**src/rtl/sprb_pkg.sv**
```systemverilog
// Package for the system port register block: register map codes,
// configuration indexes, fixed read patterns and the result item type.
// No dependencies.
package sprb_pkg;

    // Register numbers, taken from address bits [3:1] of an odd address
    typedef enum logic [2:0] {
        REG_CONTRAST   = 3'd0,
        REG_SHIFT_3D   = 3'd1,
        REG_SPARE      = 3'd2,
        REG_CONTROL    = 3'd3,
        REG_IMAGE_UNIT = 3'd4,
        REG_MACHINE    = 3'd5,
        REG_SRAM_VER   = 3'd6,
        REG_POWER      = 3'd7
    } t_reg_sel;

    // Configuration register indexes
    localparam logic [1:0] CFG_MACHINE_TYPE  = 2'd0;
    localparam logic [1:0] CFG_VERSION_MAJOR = 2'd1;
    localparam logic [1:0] CFG_VERSION_MINOR = 2'd2;

    // Machine type codes
    localparam logic [1:0] MT_CLOCK_MODEL = 2'd1;
    localparam logic [1:0] MT_030_MODEL   = 2'd2;

    // Access kinds
    localparam logic CMD_READ  = 1'b0;
    localparam logic CMD_WRITE = 1'b1;

    // Fixed read patterns and magic write values
    localparam logic [7:0] BYTE_IDLE      = 8'hff;
    localparam logic [7:0] CONTRAST_HIGH  = 8'hf0;
    localparam logic [7:0] SHIFT_HIGH     = 8'hf8;
    localparam logic [7:0] CONTROL_HIGH   = 8'hf0;
    localparam logic [7:0] MACHINE_CLOCK  = 8'hfe;
    localparam logic [7:0] MACHINE_030    = 8'hdc;
    localparam logic [7:0] SRAM_UNLOCK    = 8'h31;
    localparam logic [7:0] VERSION_START  = 8'h58;  // 'X'
    localparam logic [7:0] VERSION_TAG    = 8'h36;  // '6'
    localparam logic [3:0] POWER_NIB_ZERO = 4'h0;
    localparam logic [3:0] POWER_NIB_F    = 4'hf;
    localparam logic [7:0] WORD_HIGH      = 8'hff;

    // Sequence counter codes
    localparam logic [1:0] SEQ_IDLE  = 2'd0;
    localparam logic [1:0] SEQ_ONE   = 2'd1;
    localparam logic [1:0] SEQ_TWO   = 2'd2;
    localparam logic [1:0] SEQ_THREE = 2'd3;

    // One result item
    typedef struct packed {
        logic [15:0] read_data;
        logic        contrast_changed;
        logic        sram_enable_update;
        logic        sram_write_enable;
        logic        control_update;
        logic        keyboard_send_wait;
        logic        hrl_drive;
        logic        power_off;
    } t_result;

    // One input item
    typedef struct packed {
        logic       cmd;
        logic       word_access;
        logic [3:0] addr_low;
        logic [7:0] write_data;
        logic       keyboard_connected;
        logic       hrl_status;
    } t_access;

    // Machine type byte seen in register 5
    function automatic logic [7:0] machine_byte(input logic [1:0] mt);
        logic [7:0] b;
        case (mt)
            MT_CLOCK_MODEL: b = MACHINE_CLOCK;
            MT_030_MODEL:   b = MACHINE_030;
            default:        b = BYTE_IDLE;
        endcase
        return b;
    endfunction

endpackage

```
**src/rtl/system_port_register_block_top.sv**
```systemverilog
// System port register block: eight byte registers at odd addresses.
// One access item every cycle while the result side keeps up; each item passes
// an input register, one decode and update stage, and a result register.
// Depends on sprb_pkg.
module system_port_register_block_top
    import sprb_pkg::*;
(
    input  logic        i_clk,
    input  logic        i_rst_n,
    // access item in
    input  logic        i_in_valid,
    output logic        o_in_ready,
    input  logic        i_cmd,
    input  logic        i_word_access,
    input  logic [3:0]  i_addr_low,
    input  logic [7:0]  i_write_data,
    input  logic        i_keyboard_connected,
    input  logic        i_hrl_status,
    // result item out
    output logic        o_out_valid,
    input  logic        i_out_ready,
    output logic [15:0] o_read_data,
    output logic [3:0]  o_contrast_level,
    output logic        o_contrast_changed,
    output logic [1:0]  o_shift_3d,
    output logic [4:0]  o_image_unit_select,
    output logic        o_sram_enable_update,
    output logic        o_sram_write_enable,
    output logic        o_control_update,
    output logic        o_keyboard_send_wait,
    output logic        o_hrl_drive,
    output logic        o_power_off,
    // configuration writes
    input  logic        i_cfg_valid,
    output logic        o_cfg_ready,
    input  logic [1:0]  i_cfg_index,
    input  logic [7:0]  i_cfg_data
);

    // Every item is decoded combinationally; the block streams one access
    // per clock when the result side keeps up. The result is registered when
    // the item leaves the decode stage; a stalled result holds the decode stage
    // and with it the input. The visible settings (contrast, 3D shift, image
    // unit) are sampled with each result item.

    // configuration registers
    logic [1:0] r_machine_type;
    logic [7:0] r_version_major;
    logic [7:0] r_version_minor;

    // input stage
    logic       r_in_valid;
    t_access    r_in;

    // block state
    logic [3:0] r_contrast, n_contrast;
    logic [1:0] r_shift,    n_shift;
    logic [4:0] r_image,    n_image;
    logic [1:0] r_pwr_cnt,  n_pwr_cnt;
    logic [1:0] r_ver_cnt,  n_ver_cnt;

    // result stage
    logic       r_out_valid;
    t_result    r_out,     n_out;
    logic [3:0] r_out_contrast;
    logic [1:0] r_out_shift;
    logic [4:0] r_out_image;

    logic       advance;
    logic [3:0] addr;
    t_reg_sel   sel;
    logic       odd;
    logic [7:0] rd_byte;
    logic       wr;

    assign advance    = r_in_valid && (!r_out_valid || i_out_ready);
    assign o_in_ready = !r_in_valid || advance;
    assign o_cfg_ready = 1'b1;

    // Take configuration writes; indexes beyond the list are dropped
    always_ff @(posedge i_clk) begin
        if (!i_rst_n) begin
            r_machine_type  <= '0;
            r_version_major <= '0;
            r_version_minor <= '0;
        end else if (i_cfg_valid) begin
            case (i_cfg_index)
                CFG_MACHINE_TYPE:  r_machine_type  <= i_cfg_data[1:0];
                CFG_VERSION_MAJOR: r_version_major <= i_cfg_data;
                CFG_VERSION_MINOR: r_version_minor <= i_cfg_data;
                default: ;
            endcase
        end
    end

    // Hold the accepted item until the decode stage takes it
    always_ff @(posedge i_clk) begin
        if (!i_rst_n) begin
            r_in_valid <= 1'b0;
        end else if (o_in_ready) begin
            r_in_valid <= i_in_valid;
        end
    end

    always_ff @(posedge i_clk) begin
        if (o_in_ready && i_in_valid) begin
            r_in.cmd                <= i_cmd;
            r_in.word_access        <= i_word_access;
            r_in.addr_low           <= i_addr_low;
            r_in.write_data         <= i_write_data;
            r_in.keyboard_connected <= i_keyboard_connected;
            r_in.hrl_status         <= i_hrl_status;
        end
    end

    // Decode the access, form the result and the next state
    always_comb begin
        addr = r_in.addr_low | {3'b000, r_in.word_access};
        odd  = addr[0];
        sel  = t_reg_sel'(addr[3:1]);
        wr   = (r_in.cmd == CMD_WRITE) && odd;

        n_contrast = r_contrast;
        n_shift    = r_shift;
        n_image    = r_image;
        n_pwr_cnt  = r_pwr_cnt;
        n_ver_cnt  = r_ver_cnt;
        n_out      = '0;
        rd_byte    = BYTE_IDLE;

        // read path
        if (r_in.cmd == CMD_READ && odd) begin
            case (sel)
                REG_CONTRAST: rd_byte = CONTRAST_HIGH | {4'h0, r_contrast};
                REG_SHIFT_3D: rd_byte = SHIFT_HIGH | {6'h00, r_shift};
                REG_CONTROL:  rd_byte = CONTROL_HIGH
                                      | {4'h0, r_in.keyboard_connected, 3'b000}
                                      | {6'h00, r_in.hrl_status, 1'b0};
                REG_MACHINE:  rd_byte = machine_byte(r_machine_type);
                REG_SRAM_VER: begin
                    case (r_ver_cnt)
                        SEQ_ONE: begin
                            rd_byte   = VERSION_TAG;
                            n_ver_cnt = SEQ_TWO;
                        end
                        SEQ_TWO: begin
                            rd_byte   = r_version_major;
                            n_ver_cnt = SEQ_THREE;
                        end
                        SEQ_THREE: begin
                            rd_byte   = r_version_minor;
                            n_ver_cnt = SEQ_IDLE;
                        end
                        default: rd_byte = BYTE_IDLE;
                    endcase
                end
                default: rd_byte = BYTE_IDLE;
            endcase
        end
        if (r_in.cmd == CMD_READ) begin
            n_out.read_data = r_in.word_access ? {WORD_HIGH, rd_byte} : {8'h00, rd_byte};
        end

        // write path
        if (wr) begin
            case (sel)
                REG_CONTRAST: begin
                    if (r_contrast != r_in.write_data[3:0]) begin
                        n_contrast             = r_in.write_data[3:0];
                        n_out.contrast_changed = 1'b1;
                    end
                end
                REG_SHIFT_3D:   n_shift = r_in.write_data[1:0];
                REG_CONTROL: begin
                    n_out.control_update     = 1'b1;
                    n_out.keyboard_send_wait = !r_in.write_data[3];
                    n_out.hrl_drive          = r_in.write_data[1];
                end
                REG_IMAGE_UNIT: n_image = r_in.write_data[4:0];
                REG_SRAM_VER: begin
                    n_out.sram_enable_update = 1'b1;
                    n_out.sram_write_enable  = (r_in.write_data == SRAM_UNLOCK);
                    n_ver_cnt = (r_in.write_data == VERSION_START) ? SEQ_ONE : SEQ_IDLE;
                end
                REG_POWER: begin
                    // advance the 0,F,F low-nibble detector; stick once complete
                    case (r_pwr_cnt)
                        SEQ_IDLE: n_pwr_cnt = (r_in.write_data[3:0] == POWER_NIB_ZERO)
                                            ? SEQ_ONE : SEQ_IDLE;
                        SEQ_ONE:  n_pwr_cnt = (r_in.write_data[3:0] == POWER_NIB_F)
                                            ? SEQ_TWO : SEQ_IDLE;
                        SEQ_TWO: begin
                            if (r_in.write_data[3:0] == POWER_NIB_F) begin
                                n_pwr_cnt       = SEQ_THREE;
                                n_out.power_off = 1'b1;
                            end else begin
                                n_pwr_cnt = SEQ_IDLE;
                            end
                        end
                        default: n_pwr_cnt = r_pwr_cnt;
                    endcase
                end
                default: ;
            endcase
        end
    end

    // Update block state as each item passes the decode stage
    always_ff @(posedge i_clk) begin
        if (!i_rst_n) begin
            r_contrast <= '0;
            r_shift    <= '0;
            r_image    <= '0;
            r_pwr_cnt  <= SEQ_IDLE;
            r_ver_cnt  <= SEQ_IDLE;
        end else if (advance) begin
            r_contrast <= n_contrast;
            r_shift    <= n_shift;
            r_image    <= n_image;
            r_pwr_cnt  <= n_pwr_cnt;
            r_ver_cnt  <= n_ver_cnt;
        end
    end

    // Result register: load on advance, drop when taken
    always_ff @(posedge i_clk) begin
        if (!i_rst_n) begin
            r_out_valid <= 1'b0;
        end else if (advance) begin
            r_out_valid <= 1'b1;
        end else if (i_out_ready) begin
            r_out_valid <= 1'b0;
        end
    end

    always_ff @(posedge i_clk) begin
        if (advance) begin
            r_out          <= n_out;
            r_out_contrast <= n_contrast;
            r_out_shift    <= n_shift;
            r_out_image    <= n_image;
        end
    end

    assign o_out_valid          = r_out_valid;
    assign o_read_data          = r_out.read_data;
    assign o_contrast_level     = r_out_contrast;
    assign o_contrast_changed   = r_out.contrast_changed;
    assign o_shift_3d           = r_out_shift;
    assign o_image_unit_select  = r_out_image;
    assign o_sram_enable_update = r_out.sram_enable_update;
    assign o_sram_write_enable  = r_out.sram_write_enable;
    assign o_control_update     = r_out.control_update;
    assign o_keyboard_send_wait = r_out.keyboard_send_wait;
    assign o_hrl_drive          = r_out.hrl_drive;
    assign o_power_off          = r_out.power_off;

    // A completed power sequence stays complete until reset
    a_power_sticky: assert property (@(posedge i_clk) disable iff (!i_rst_n)
        r_pwr_cnt == SEQ_THREE |=> r_pwr_cnt == SEQ_THREE)
        else $error("power sequence left its final count");

    // A power-off result implies the detector reached its final count
    a_power_state: assert property (@(posedge i_clk) disable iff (!i_rst_n)
        o_out_valid && o_power_off |-> r_pwr_cnt == SEQ_THREE)
        else $error("power_off without completed sequence");

    // At most one update strobe per result item
    a_one_strobe: assert property (@(posedge i_clk) disable iff (!i_rst_n)
        o_out_valid |-> $onehot0({o_contrast_changed, o_sram_enable_update,
                                  o_control_update, o_power_off}))
        else $error("several update strobes in one item");

    // A non-'X' write to register 6 ends any version read sequence
    a_version_clear: assert property (@(posedge i_clk) disable iff (!i_rst_n)
        advance && wr && sel == REG_SRAM_VER && r_in.write_data != VERSION_START
        |=> r_ver_cnt == SEQ_IDLE)
        else $error("version sequence survived a register 6 write");

endmodule

```
**config.mk**
```make
export PLATFORM = sky130hd
export DESIGN_NAME = system_port_register_block_top
export DESIGN_NICKNAME = d
export VERILOG_FILES = /design/src/rtl/sprb_pkg.sv /design/src/rtl/system_port_register_block_top.sv
export SDC_FILE = /design/constraint.sdc
export NUM_CORES = 1
export LEC_CHECK = 0
export BUFFER_PORTS_ARGS = -buffer_cell sky130_fd_sc_hd__buf_2
export CAP_MARGIN = 20
export CORE_MARGIN = 3
export CORE_UTILIZATION = 57
export CTS_BUF_LIST = sky130_fd_sc_hd__clkbuf_8
export DETAILED_ROUTE_END_ITERATION = 10
export GPL_TIMING_DRIVEN = 0
export PLACE_DENSITY = 0.93
export REMOVE_ABC_BUFFERS = 1
export SETUP_SLACK_MARGIN = 0.4
export SLEW_MARGIN = 5
export SYNTH_ARGS = -nofsm -noshare
export SYNTH_HDL_FRONTEND = slang
export SYNTH_SLANG_ARGS = --single-unit
```
**constraint.sdc**
```tcl
create_clock -name i_clk -period 3.4 [get_ports i_clk]
set_clock_uncertainty 0.15 [all_clocks]
set_input_delay 0.34 -clock i_clk [delete_from_list [all_inputs] [get_ports i_clk]]
set_output_delay 0.34 -clock i_clk [all_outputs]
set_load 0.05 [all_outputs]
```
**Word level (Yosys, flattened, before mapping)**

Index checks and enable logic that the tools add are counted.

- Flip-flop bits (word level): 85
- Latch bits: 0
- Bits in writable memories: 0
- Bits in read-only memories: 0
- Bits of input ports: 31
- Output and inout bits: 37
- Word-level logic and storage cells: 100
- Memories: 0

- $add $sub $neg: 0
- Multipliers: 0
- Div/mod/pow operators: 0
- $lt $le $gt $ge: 0
- Eq/ne operators: 19
- Shift operators: 0
- Muxes and demuxes: 28
- Bitwise operators: 3
- Reductions and logical operators: 23

Operators with widths:

| kind | number |
|---|---|
| 8-bit case mux with 5 select lines | 1 |
| 8-bit case mux with 3 select lines | 1 |
| 2-bit two-way mux | 9 |
| 16-bit two-way mux | 1 |
| 3-bit equality test (second input constant) | 4 |
| 4-bit two-way mux | 3 |
| 2-bit case mux with 3 select lines | 2 |
| 6-bit case mux with 2 select lines | 1 |
| 2-bit AND reduction | 6 |
| 2-bit equality test (second input constant) | 5 |
| 5-bit two-way mux | 2 |
| 2-bit by 1-bit equality test with 1-bit output (second input constant) | 4 |
| 8-bit by 6-bit equality test with 1-bit output (second input constant) | 1 |
| 8-bit by 7-bit equality test with 1-bit output (second input constant) | 1 |
| 8-bit two-way mux | 1 |
| 8-bit by 2-bit OR with 8-bit output | 1 |
| 1-bit two-way mux | 6 |
| 4-bit equality test (second input constant) | 1 |
| 1-bit logical AND | 4 |
| 2-bit zero test | 2 |
| 4-bit zero test | 1 |
| 4-bit != test | 1 |
| 4-bit by 1-bit OR with 4-bit output | 1 |
| 4-bit AND reduction | 1 |
| other kinds (10) | 13 |

**Depth between registers and ports, before layout**

- Depth after elaboration: 6
- Mapped depth: 7
- Depth with buffers taken out: 6

**Worst setup path after synthesis**

OpenSTA, ideal clock, no wires.

- Path kind: flip-flop to flip-flop
- Start: register r_out_valid (netlist: o_out_valid)
- End: register r_image[0]
- Setup time: 0.127 ns
- Data arrival time: 2.749 ns
- Required time: 3.123 ns
- Path slack: 0.374 ns
- Stages on the path, launching flop included: 5
- Path through: dfxtp_1 > nor2b_1 > nor2b_1 > nand2_1 > mux2i_1

- Cells in the longest elaborated chain, start to end: 3

RTL lines:

| item | RTL line | text |
|---|---|---|
| start, declared | system_port_register_block_top.sv:63 | `logic r_out_valid;` |
| start signal, assigned | system_port_register_block_top.sv:228 | `r_out_valid <= 1'b0;` |
| start signal, assigned | system_port_register_block_top.sv:230 | `r_out_valid <= 1'b1;` |
| start signal, assigned | system_port_register_block_top.sv:232 | `r_out_valid <= 1'b0;` |
| 1-bit zero test | system_port_register_block_top.sv:76 | `assign advance = r_in_valid && (!r_out_valid \|\| i_out_ready);` |
| 1-bit logical OR | system_port_register_block_top.sv:76 |  |
| 1-bit logical AND | system_port_register_block_top.sv:76 |  |
| via advance | system_port_register_block_top.sv:69 | `logic advance;` |
| end signal, assigned | system_port_register_block_top.sv:219 | `r_image <= n_image;` |
| end, declared | system_port_register_block_top.sv:58 | `logic [4:0] r_image, n_image;` |

The timed path passes the listed nets, and every way through them passes these cells.
A chain may end at the register's enable or synchronous reset.

**Worst setup path in the final report**

- Start: register r_in[11] (netlist name)
- End: register r_contrast[3]

- Cells in the longest elaborated chain, start to end: 4

RTL lines:

| item | RTL line | text |
|---|---|---|
| start, declared | system_port_register_block_top.sv:53 | `t_access r_in;` |
| 4-bit by 1-bit OR with 4-bit output | system_port_register_block_top.sv:118 | `addr = r_in.addr_low \| {3'b000, r_in.word_access};` |
| 3-bit zero test | system_port_register_block_top.sv:166 | `case (sel)` |
| 4-bit two-way mux | system_port_register_block_top.sv:166 |  |
| 4-bit two-way mux | system_port_register_block_top.sv:165 | `if (wr) begin` |
| end signal, assigned | system_port_register_block_top.sv:217 | `r_contrast <= n_contrast;` |
| end, declared | system_port_register_block_top.sv:56 | `logic [3:0] r_contrast, n_contrast;` |

No other way between the ends.

==> metrics <==
run status=finished clean; slowest library cell on the worst path=sky130_fd_sc_hd__edfxtp_1; Slew @ Worst Pin=0.767 ns; CP endpoint kind=flip-flop; Post-Synth Simple-Gate Area=0.138; share of the synthesized area in compound gates (AO/OA/AOI/OAI)=0.0716; half-perimeter wire length after detailed placement=4860 um; layout overhead on the synthesized area=20.0%; sequential share of the synthesized area=0.576; Crit path arrival time=2.49 ns; family with the most delay on the worst path=simple AND/OR/NAND/NOR gates; H-tree levels=3; power per standard cell area=524 mW/mm2; setup TNS after final layout=0 ns; total gr overflow=0; largest family of logic cells by synthesized area=simple AND/OR/NAND/NOR gates; y dimension of the die=83.9 um; weighted congestion reported at the end of routability-driven placement=between 0.9 and 1; startpoint kind of the worst setup timing path=flip-flop; count of standard-cell rows=27; fraction of the core area covered by cells at the end of the flow=0.731; async set or reset register ratio after synthesis=0; number of buffers inserted by port buffering=66; Vias per Instance=5.66; antenna violations before repair=0; post-synthesis share of cell area spent on full adders, half adders and majority gates=0.0289; number of clock buffers inserted by TritonCTS=9; RSZ-0062 raised after global routing=no; share of synthesized area spent on multiplexers=0.128; detail-routed net length per standard cell=16.1 um; Peak VDD IR=345 uV; number of vias after detailed routing=2495; post-synthesis cell type with the largest combined area=sky130_fd_sc_hd__edfxtp_1; 1st-iter DRT viols=253; largest cells by area after synthesis=sky130_fd_sc_hd__edfxtp_1, sky130_fd_sc_hd__dfxtp_1, sky130_fd_sc_hd__mux2i_1, sky130_fd_sc_hd__mux2_2, sky130_fd_sc_hd__nor2_1; share of the synthesized area in the top cell type=0.373; routed wire length=7100 um; Leakage=roughly 0.0018 uW; number of buffers on the longest clock path=2; most common cell in the netlist=sky130_fd_sc_hd__edfxtp_1; number of top-level pins=slightly below 70; Final Hold Viols=0; period utilisation layout=0.703; drt first pass iters=4; total track usage=0.209; post-synthesis share of cell area spent on xor and xnor gates=0.0101; Critical Path, Cell by Cell=nand2b_1 -> or4_1 -> or3b_1 -> mux2i_1; Post-Synthesis Mean Instance Area=11.5 um2; Die Outline Area=roughly 0.007 mm2; post-detailed-route count of antenna-violating nets=0; number of enable-type register cells in the synthesized netlist=between 40 and 50; hold slack=roughly 0.0032 ns; global-route wire length before repair=11600 um; TritonCTS clock tree=done; required time of the critical path=approximately 3.5 ns; max capacitance violation total=0; source-to-sink clock delay at the later pin of the worst-skew pair=~0.37 ns; CTS Sinks=78; synthesized instance count=301; via count of the first global-routing pass=approximately 2400; pin count of the biggest net entering global routing=25; post-layout net count=403; final slew viol count=0; Primary FF master, synth=sky130_fd_sc_hd__edfxtp_1; normalized max-slew margin=0.488; Synth Register Bits=78; Final Critical Period=~2.4 ns; fraction of final layout cells with drive strength greater than 1=0.268; Crit Path Max Fanout=12; number of distinct library cells after synthesis=47; delay of the slowest critical-path stage=0.58 ns; number of DRC violations after detailed routing=0; Ys Warns=0; Commonest cells post-synth=sky130_fd_sc_hd__edfxtp_1, sky130_fd_sc_hd__dfxtp_1, sky130_fd_sc_hd__mux2i_1, sky130_fd_sc_hd__nor2_1, sky130_fd_sc_hd__nand2_1; Clk pin slew, worst setup/hold paths=0.08 ns; Initial Utilization=0.609; clock root buffer=sky130_fd_sc_hd__clkbuf_8; antenna fix cells=0; die span in x=83.9 um; class of the tightest hold or removal check=in -> reg; post-layout instance count excluding filler cells=441; final count of negative-setup-slack endpoints=0; setup bufs post-CTS=0; max frequency=418 MHz; Placed Cells incl. Taps=415; combined buffer and inverter count along the critical path=0; core region area=0.00568 mm2; Cell Area, Synth=0.00346 mm2; critical path type=reg -> reg
## path summary, 6_finish.rpt
path / depth (start not counted) / endpoint / slack [ns] / from
hold / removal: 1 / r_in[8] / 0.003 / i_write_data[6]
setup reg to reg: 4 / r_contrast[3] / 1.01 / r_in[11]
setup / recovery: 4 / r_contrast[3] / 1.01 / r_in[11]
hold reg to reg: 2 / r_image[3] / 0.31 / r_image[3]
## cell families (layout without fill, tap and decap cells)
| kind of cell | count (synthesis) | in the layout |
|---|---|---|
| AND/OR/NAND/NOR | 97 | 97 |
| flip-flops | 78 | 78 |
| multiplexers | 43 | 43 |
| AO/OA/AOI/OAI | 37 | 37 |
| buffers and inverters | 33 | 101 |
| adder cells (fa/ha/maj) | 8 | 8 |
| XOR/XNOR | 4 | 4 |
| other | 1 | 1 |
## area by class of cell
type / instances / area (um2)
fill: 382 / 1530
clock inverter: 6 / 133
tap: 72 / 90.1
clock buffer: 10 / 138
sequential: 78 / 1990
multi-input combinational: 190 / 1310
inverter: 8 / 30.0
timing repair buffer: 77 / 458
## power by group
part	switching, uW	internal (uW)
Clock	338	580
Sequential	30.2	1030
Combinational	132	65.4
## metrics by stage
stage	worst slack (ns)	cell area [um2]	power, uW
2_1_floorplan	0.189	3330	1200
3_3_place_gp	-0.0230	3750	1260
3_5_place_dp	1.03	3780	1270
4_1_cts	1.02	4150	2180
5_1_grt	0.895	4150	2240
6_report	1.01	4150	2180
## cell usage in the layout (no fill, tap or decap), drive strengths merged, types with 2 or more instances in the layout
cell type / synthesis / final
a21oi: 11 / 11
a22o: 2 / 2
a22oi: 4 / 4
a41oi: 2 / 2
and2: 2 / 2
buf: 13 / 67
bufinv: 0 / 4
clkbuf: 12 / 10
dfxtp: 35 / 35
dlygate4sd3: 0 / 10
edfxtp: 43 / 43
ha: 8 / 8
inv: 8 / 8
mux2: 11 / 11
mux2i: 32 / 32
nand2: 27 / 27
nand2b: 4 / 4
nand3: 2 / 2
nand3b: 2 / 2
nand4b: 3 / 3
nor2: 33 / 33
nor2b: 8 / 8
nor3: 4 / 4
nor3b: 2 / 2
nor4: 5 / 5
o211ai: 2 / 2
o21ai: 4 / 4
o22ai: 3 / 3
xnor2: 4 / 4
## routing by layer
metal | part of all wire | up-vias | GRT usage | wire, um
met3 | 0.070 | 23 | 0.0454 | 500
met4 | 0.032 | 0 | 0.140 | 228
met1 | 0.42 | 1170 | 0.260 | 2960
met5 | 0 | - | 0 | 0
met2 | 0.48 | 103 | 0.325 | 3420
li1 | - | 1199 | - | -
## worst register-to-register path, cell delays in order, from the launching register on
cell	delay [ns]
sky130_fd_sc_hd__edfxtp_1	0.58
sky130_fd_sc_hd__nand2b_1	0.27
sky130_fd_sc_hd__or4_1	0.58
sky130_fd_sc_hd__or3b_1	0.53
sky130_fd_sc_hd__mux2i_1	0.17
## repair_timing
item | CTS | global route
hold buffers | 10 | 0
gates resized for setup | 0 | 0
hold endpoints to repair | 10 | 0
## sequential cells by signal (all words and copies together), names as in the netlist, 2 cells and up
name	count
r_in	16
o_read_data	9
r_version_major	8
r_version_minor	8
o_image_unit_select	5
r_image	5
o_contrast_level	4
r_contrast	4
o_shift_3d	2
r_machine_type	2
r_pwr_cnt	2
r_shift	2
r_ver_cnt	2
(Power assumes the default switching activity.)
